[config.mk]
export PLATFORM = sky130hd
export DESIGN_NAME = stc_chan
export DESIGN_NICKNAME = d
export VERILOG_FILES = /design/src/rtl/stc_pkg.sv /design/src/rtl/stc_chan.sv
export SDC_FILE = /design/constraint.sdc
export NUM_CORES = 1
export LEC_CHECK = 0
export BUFFER_PORTS_ARGS = -buffer_cell sky130_fd_sc_hd__buf_2
export CORE_UTILIZATION = 40
export DETAILED_ROUTE_END_ITERATION = 16
export GPL_TIMING_DRIVEN = 1
export PLACE_DENSITY = 0.62
export SLEW_MARGIN = 20
export SYNTH_ARGS = -nofsm -noshare
export SYNTH_HDL_FRONTEND = slang
export SYNTH_SLANG_ARGS = --single-unit
[constraint.sdc]
create_clock -name clk -period 7.86 [get_ports clk]
set_clock_uncertainty 0.1 [all_clocks]
set_input_delay 2.358 -clock clk [delete_from_list [all_inputs] [get_ports clk]]
set_output_delay 2.358 -clock clk [all_outputs]
set_load 0.1 [all_outputs]
[src/rtl/stc_pkg.sv]
`timescale 1ns / 1ps

package stc_pkg;

  localparam int CANVAS_COLUMNS_DEF = 1024;
  localparam int CANVAS_ROWS_DEF = 32;

  localparam int COORD_W = 12;
  localparam int CHAN_W = 8;
  localparam int COLOR_W = 24;
  localparam int BLEND_W = 16;

  localparam logic [COLOR_W-1:0] TEXT_COLOR_RESET = 24'hFF7484;
  localparam logic LCD_MODE_RESET = 1'b1;

  typedef enum logic [0:0] {
    REG_TEXT_COLOR = 1'b0,
    REG_LCD_MODE   = 1'b1
  } reg_idx_t;

  typedef enum logic [1:0] {
    KIND_FILL      = 2'd0,
    KIND_COMPOSITE = 2'd1,
    KIND_MAX       = 2'd2,
    KIND_READ      = 2'd3
  } kind_t;

  typedef struct packed {
    kind_t              kind;
    logic [COORD_W-1:0] x_coord;
    logic [COORD_W-1:0] y_coord;
    logic [CHAN_W-1:0]  value_red;
    logic [CHAN_W-1:0]  value_green;
    logic [CHAN_W-1:0]  value_blue;
  } in_req_t;

  typedef struct packed {
    logic [CHAN_W-1:0] pixel_red;
    logic [CHAN_W-1:0] pixel_green;
    logic [CHAN_W-1:0] pixel_blue;
    logic              clipped;
  } out_rsp_t;

endpackage

[src/rtl/stc_chan.sv]
`timescale 1ns / 1ps

module stc_chan
  import stc_pkg::*;
(
  input  logic              clk,
  input  logic              en,
  input  kind_t             kind,
  input  logic [CHAN_W-1:0] dst,
  input  logic [CHAN_W-1:0] cov,
  input  logic [CHAN_W-1:0] color,
  output logic [CHAN_W-1:0] result
);

  logic [BLEND_W-1:0] sum_nxt;
  logic [BLEND_W-1:0] sum_r;
  logic [CHAN_W-1:0]  alt_nxt;
  logic [CHAN_W-1:0]  alt_r;
  logic [BLEND_W:0]   div_acc;

  always_comb begin
    sum_nxt = BLEND_W'(dst * (8'd255 - cov)) + BLEND_W'(color * cov) + BLEND_W'(127);
    case (kind)
      KIND_FILL: alt_nxt = cov;
      KIND_MAX:  alt_nxt = (dst > cov) ? dst : cov;
      default:   alt_nxt = dst;
    endcase
  end

  always_ff @(posedge clk) begin
    if (en) begin
      sum_r <= sum_nxt;
      alt_r <= alt_nxt;
    end
  end

  // Exact division by 255 for sums below 255 * 256.
  assign div_acc = {1'b0, sum_r} + (BLEND_W+1)'(sum_r >> 8) + (BLEND_W+1)'(1);
  assign result = (kind == KIND_COMPOSITE) ? div_acc[CHAN_W+7:8] : alt_r;

endmodule

==> impl_results.md, run 1 <==
* Status: complete, but fails checks
* Failing checks: DRC
* WL/cell at 15.7 um
* Setup bufs post-CTS at 0
* First-pass detailed-route iteration total at 10
* Drt drc at 4
* Gr ovfl total at 0
* DIE HEIGHT at 126 um
* Synth Area in Compound Gates at 9.07%
* Std-Cell Rows at 44
* Pins Over Slew Limit at 0
* Yosys warns at 0
* Port bufs at 35
* Longest Clk Path Bufs at 2
* Area grow syn2layout at 8.83%
* Util after Layout at 45.2%
* Initial DRC Count at 300
* Via-to-Cell Ratio at 5.30
* Number of max-cap violations at 0
* Largest net degree at the start of global routing at 25
* Initial antenna violation count at 1
* RSZ-0062 raised after global routing: false
* Post-Synth XOR/XNOR Area at 2.15%
* Vias in the first global route at 5021
* Nets at 920
* Area contributors post-synth: fa_1 (33%), ha_1 (16%), edfxtp_1 (12%), inv_1 (9.5%), nand2_1 (4.2%)
* H-tree level count at 1
* Post-synth top area share at 33.4%
* Core ar. at 0.0147 mm^2
* Post-synthesis simple-gate area fraction at 16.9%
* Final Hold Viols at 0
* Headroom to the max-slew limit at 46.2%
* Synth area leader: fa_1
* Syn Inst Count at 676
* Yosys cell types at 52
* CP Capture Type: flop
* Period utilization at 96.0%
* F_max at 0.132 GHz
* Routed via count at 4760
* Type of origin of the critical path: input port
* TNS Setup at 0 ps
* # setup viols final at 0
* Clk slew on worst S/H paths at 60 ps
* Hold Crit Depth at 2
* Final WL at 14100 um
* Largest family of logic cells by synthesized area: adder cells
* Syn nets at 882
* Syn Area/Cell at 9.04 um^2
* Worst Path Class, Setup: in -> reg
* Share of cells above drive strength 1 at 8.27%
* Register area share after synthesis at 11.8%
* Starting Density at 41.6%
* Mux cell area share after synthesis at 0.164%
* Crit path required time at 7760 ps
* Clock buffer count from CTS at 3
* Final period demand of the worst path at 7550 ps
* Post-synth top flop: edfxtp_1
* Adder-Cell Fraction of Synth Area at 49.0%
* Hold Crit Class: in -> reg
* IO Count at 36
* Synth Register Bits at 24
* Placer congestion estimate at 0.805
* Die Wd at 126 um
* Arr. time, crit path at 7450 ps
* Worst-Margin Slew at 806 ps
* TritonCTS clock tree: built
* DPL Wire Length at 12100 um
* Resized cells post-CTS at 0
* CTS sink cnt at 24
* Asr flop ratio synth at 0%
* Fill count at 1412
* Synth Cell Area at 0.00611 mm^2
* First-pass GRT wire length at 24400 um
* Gr usage total at 19.2%
* Die Footprint at 0.0158 mm^2
* CTS Hold Bufs at 0
* CP max FO at 8
* Root Driver: clkbuf_16
* EDFF count, synth at 24
* Remaining antenna violation count at 0
[path summary, 6_finish.rpt]
check,start,endpoint,slack [ps]
max,cov[6],sum_r[15],310
min,dst[0],sum_r[0],2400
[flip-flops by register name, summed over array words and instances, names as in the netlist]
| name | flops |
|---|---|
| sum_r | 16 |
| alt_r | 8 |
[final cells by class]
type / count / area (um^2) / area share [%]
tap: 184 / 230 / 3.46
multi-input combinational: 476 / 4720 / 71.0
antenna: 1 / 2.50 / 0.0376
clock inverter: 1 / 3.75 / 0.0565
sequential: 24 / 721 / 10.8
clock buffer: 3 / 75.1 / 1.13
timing repair buffer: 53 / 310 / 4.67
inverter: 156 / 586 / 8.81
[worst max-delay path: stages]
cell	delay (ps)
buf_2	150
buf_4	190
inv_1	150
nand2_1	110
fa_1	530
inv_1	60
fa_1	490
ha_1	330
fa_1	480
inv_1	60
fa_1	510
fa_1	540
inv_1	40
ha_1	300
a211oi_1	260
nor2_1	120
a2111oi_0	420
a32oi_1	180
xnor2_1	170
[through the flow]
stage          setup slack (ps)  instances  hold WS, ps  area [um^2]
6_report                    311        898         2400         6650
5_1_grt                    43.7        897         2420         6650
4_1_cts                     343        897         2410         6650
3_5_place_dp               67.9        893         2680         6570
3_3_place_gp                147        893         2680         6570
2_1_floorplan               249        676         2370         6110
[cells in the mapped netlist, types with 3 or more instances]
cell,n
nand2b_1,3
nand2_1,68
o2111ai_1,4
xnor2_1,12
o211ai_1,12
clkbuf_1,18
edfxtp_1,24
a31oi_1,4
and2_1,34
o21ai_0,4
o21a_1,6
nor2b_1,25
a21o_1,3
or4_1,5
nor3_1,6
ha_1,76
xor2_1,3
o31ai_1,4
inv_1,154
nand4_1,4
a21oi_1,12
nor2_1,27
a22oi_1,8
nand3_1,23
fa_1,102
[cell families after synthesis]
kind of cell / count (synthesis)
buf+inv: 176
xor+xnor: 15
fa+ha+maj: 178
flops: 24
compound gates: 76
simple gates: 206
mux: 1
[layer usage]
layer,wire length [um],vias to the layer above,global-route usage (%)
met3,505,16,1.75
met2,6940,100,33.1
met5,0,-,0
li1,-,2237,-
met1,6470,2407,26.3
met4,172,0,3.80
[placed cells by master (no fill, tap or decap), drive strengths merged, types with 2 or more instances in the layout]
cell     netlist  final
o31ai          4      4
o21ai          6      6
o311ai         2      2
fa           102    102
buf            2     53
nor3           6      6
a211oi         2      2
or4            5      5
o211ai        12     12
nand3b         2      2
xnor2         12     12
a21o           3      3
a31oi          4      4
nand2b         3      3
nor2b         25     25
a21oi         13     13
nor2          27     27
nand4          4      4
o2111ai        4      4
a2111oi        2      2
ha            76     76
edfxtp        24     24
and2          34     34
clkbuf        18      3
o21a           6      6
inv          154    154
nand2         68     68
xor2           3      3
and3           2      2
nand3         23     23
clkinv         2      3
o2bb2ai        2      2
a22oi          8      8
nor3b          2      2
Power of run 1 is left out: the tool's default activity adds up to more than one toggle a clock period on the data nets, which glitch-free logic cannot reach.
==> run 2, diff against run 1 <==
Settings changed: SETUP_SLACK_MARGIN from default to 0.5.
==> impl_results.md, run 2 (same netlist as run 1, synthesis figures left out) <==
* Failing checks: DRC
* Most used cell, CP: fa_1
* CP Capture Type: flop
* Fill count at 1425
* Crit-path cells: buf_4, and2_4, fa_1, fa_1, fa_1, fa_1, inv_1, fa_1, fa_1, inv_1, ha_4, a211oi_4, nor2_2, a2111oi_2, a32oi_1, xnor2_1
* Clock buffer count from CTS at 3
* Hold Crit Class: in -> reg
* Headroom to the max-slew limit at 46.9%
* Die Wd at 126 um
* Clk slew on worst S/H paths at 60 ps
* Longest Clk Path Bufs at 2
* Period utilization at 91.9%
* Remaining antenna violation count at 0
* Root Driver: clkbuf_16
* Die Footprint at 0.0158 mm^2
* Status: complete, but fails checks
* Final Hold Viols at 0
* Initial antenna violation count at 0
* Vias in the first global route at 5220
* GR Util met1 at 26.0%
* Met3 Use GR at 1.20%
* Fin area at 0.00682 mm^2
* Cell at the slowest stage of the critical path: fa_1
* Worst-Margin Slew at 795 ps
* Number of max-cap violations at 0
* Type of origin of the critical path: input port
* CP max FO at 13
* Busiest grt layer: met2
* Std-Cell Rows at 44
* Most frequent cells in the layout: inv_1 (149), fa_1 (100), ha_1 (69)
* Placer congestion estimate at 0.834
* Via-to-Cell Ratio at 5.31
* WL/cell at 16.1 um
* Register area at 721 um^2
* First-pass detailed-route iteration total at 11
* Port bufs at 35
* F_max at 0.138 GHz
* CTS Hold Bufs at 0
* IO Count at 36
* RSZ-0062 raised after global routing: false
* Pins Over Slew Limit at 0
* Placed cell areas at 0.00654 mm^2
* Worst setup margin at 635 ps
* Biggest regs: sum_r x16, alt_r x8
* Final period demand of the worst path at 7230 ps
* Largest register by flop count: sum_r
* First-pass GRT wire length at 25000 um
* Met2 usage at 35.8%
* Pre-CTS WS at -74.6 ps
* # setup viols final at 0
* Crit path required time at 7760 ps
* Initial DRC Count at 325
* Gr ovfl total at 0
* Routed via count at 4740
* Ant. Diodes at 0
* Area of the multi-input gates at 0.00487 mm^2
* TritonCTS clock tree: built
* Starting Density at 41.6%
* Drt drc at 3
* Delay of the slowest critical-path stage at 570 ps
* Arr. time, crit path at 7120 ps
* Area grow syn2layout at 11.6%
* Commonest non-fill, non-tap cell in the layout: inv_1
* WHS at 2430 ps
* Nets at 916
* Worst Path Class, Setup: in -> reg
* DPL Wire Length at 11900 um
* Largest net degree at the start of global routing at 25
* CTS sink cnt at 24
* DIE HEIGHT at 126 um
* Max FFs per register at 16
* Gr usage total at 19.6%
* Final WL at 14400 um
* H-tree level count at 1
* Share of cells above drive strength 1 at 11.4%
* Core ar. at 0.0147 mm^2
==> run 2: changes by cell type in the layout (fill, tap and decap cells not counted), moves of 3 or more <==
cell      change
buf_2        -13
and2_4        +4
buf_6         +5
inv_2         +4
clkbuf_4      +3
ha_4          +6
inv_1         -5
and2_1        -4
ha_1          -7
==> run 2: through the flow <==
stage	instances	util, %	setup TNS, ps
after CTS	888	45.5	0
after global placement	884	44.5	0
after global routing	892	46.4	0
final	892	46.4	0
after detailed placement	884	44.5	-74.6
after floorplan	676	-	0
==> run 2: path summary, 6_finish.rpt <==
kind                from         to  slack, ps  depth (start not counted)
hold / removal    dst[0]   sum_r[0]       2430                          2
setup / recovery  cov[7]  sum_r[15]        630                         16
==> run 2: layout make-up <==
| cell class | instances | area share (%) |
|---|---|---|
| Multi-Input combinational cell | 476 | 71.4 |
| Inverter | 156 | 8.65 |
| Clock buffer | 3 | 1.10 |
| Tap cell | 184 | 3.38 |
| Timing Repair Buffer | 49 | 4.87 |
| Sequential cell | 24 | 10.6 |
==> run 2: timing repair <==
action	in CTS	in global routing
pin swaps	1	21
setup buffers	1	4
resized for setup	14	36
setup endpoints to repair	6	5
endpoints found under the hold margin	0	0
==> run 2: per-layer routing <==
layer,up-vias,routed length [um]
met4,0,138
met2,118,7350
met3,14,526
li1,2225,-
met5,-,0
met1,2383,6390
==> run 2: worst max-delay path: cells and delay by family <==
family                     cells  cell delay [ps]
buffers and inverters          3              280
and+or+nand+nor                2              240
xor gates and xnor gates       1              150
AOI/OAI and AO/OA              3              820
adders and majority gates      7             3290
Power of run 2 is left out for the same reason.
==> run 3, diff against run 2 <==
Settings changed: SKIP_LAST_GASP from default to 1.
Clock period 7.86 ns to 6.2 ns, I/O delays scaled along.
==> impl_results.md, run 3 (same netlist as run 1, synthesis figures left out) <==
* Worst setup margin at -434 ps
* Commonest non-fill, non-tap cell in the layout: inv_1
* M1 wire length at 7080 um
* Port bufs at 35
* Die Footprint at 0.0158 mm^2
* CTS Hold Bufs at 0
* Arr. time, crit path at 6520 ps
* Ant. Diodes at 0
* Biggest regs: sum_r x16, alt_r x8
* Initial DRC Count at 288
* Initial antenna violation count at 0
* CP max FO at 6
* Period utilization at 107%
* Via-to-Cell Ratio at 5.19
* Metal2 WL at 7980 um
* Max FFs per register at 16
* Headroom to the max-slew limit at 55.6%
* Pins Over Slew Limit at 0
* Largest net degree at the start of global routing at 25
* Gr ovfl total at 0
* Root Driver: clkbuf_16
* Met3 WL at 460 um
* Crit path required time at 6090 ps
* F_max at 0.151 GHz
* Gr usage total at 21.9%
* Hold endpoint: sum_r[0]
* Hold Crit Class: in -> reg
* Placer congestion estimate at 0.827
* Clk slew on worst S/H paths at 60 ps
* Hold Crit Depth at 3
* Number of max-cap violations at 0
* Fill count at 1330
* Placed cell areas at 0.00724 mm^2
* CTS sink cnt at 24
* Type of origin of the critical path: input port
* Die Wd at 126 um
* # setup viols final at 9
* First-pass detailed-route iteration total at 11
* Largest register by flop count: sum_r
* Failing checks: DRC, setup timing
* Worst-Margin Slew at 666 ps
* Status: complete, but fails checks
* Std-Cell Rows at 44
* DIE HEIGHT at 126 um
* H-tree level count at 1
* TritonCTS clock tree: built
* Worst Path Class, Setup: in -> reg
* Starting Density at 41.6%
* Hold Path Origin: dst[0]
* Drt drc at 2
* IO Count at 36
* Final WL at 15800 um
* CP Capture Type: flop
* Fin area at 0.00780 mm^2
* Clock buffer count from CTS at 3
* Core ar. at 0.0147 mm^2
* Final period demand of the worst path at 6630 ps
* Top sig layer: met4
* Longest Clk Path Bufs at 2
* Final Hold Viols at 0
* RSZ-0062 raised after global routing: true
* Remaining antenna violation count at 0
* Share of cells above drive strength 1 at 27.2%
* DPL Wire Length at 13300 um
* First-pass GRT wire length at 27500 um
* Most frequent cells in the layout: inv_1 (135), fa_1 (96), buf_4 (89)
* Area grow syn2layout at 27.7%
* Vias in the first global route at 5621
* Nets at 1003
* WL/cell at 16.1 um
* Routed via count at 5081
-- run 3: area by class of cell --
class	instances	area, um^2	area share, %
multi-input cells	476	5070	65.0
well taps	184	230	2.95
flip-flops and latches	24	721	9.24
inverters	156	592	7.58
clock buffers	3	75.1	0.962
repair buffers	136	1110	14.3
-- run 3: timing repair --
action,CTS,global route
setup endpoints to repair,12,12
gates resized for setup,79,31
pin swaps,32,18
setup buffers,9,7
cloned,0,0
-- run 3: worst max-delay path by stage --
stage                      start         to  slack, ps  depth (start not counted)
after floorplan           cov[5]  sum_r[15]       -530                         18
after global placement    cov[5]  sum_r[13]       -830                         19
after detailed placement  cov[5]  sum_r[13]      -1030                         19
after CTS                 dst[6]  sum_r[13]       -430                         18
after global routing      cov[5]  sum_r[15]       -560                         18
final                     cov[5]  sum_r[15]       -430                         18
-- run 3: worst max-delay path, stage by stage --
cell	delay [ps]
buf_12	120
and2_4	150
fa_1	520
inv_1	50
fa_1	500
inv_2	50
fa_2	530
fa_1	420
fa_1	520
inv_2	50
fa_2	570
inv_2	40
ha_4	170
a211oi_4	230
nor2_2	80
a2111oi_2	310
a32oi_1	160
xnor2_1	170
-- run 3: metrics by stage --
| stage | hold WS [ps] | setup TNS [ps] | worst slack [ps] | util [%] | instances |
|---|---|---|---|---|---|
| final | 1980 | -2560 | -434 | 53.1 | 979 |
| after global routing | 2000 | -3770 | -563 | 53.1 | 979 |
| after CTS | 1980 | -2730 | -434 | 52.0 | 972 |
| after detailed placement | 2240 | -6820 | -1030 | 49.3 | 960 |
| after global placement | 2230 | -5890 | -828 | 49.3 | 960 |
| after floorplan | 1870 | -2460 | -534 | - | 676 |
-- run 3: metal layers --
layer / vias up / global-route usage (%)
met3: 20 / 1.80
met5: - / 0
li1: 2394 / -
met1: 2553 / 29.3
met2: 114 / 38.5
met4: 0 / 4.59
Power of run 3 is left out for the same reason.
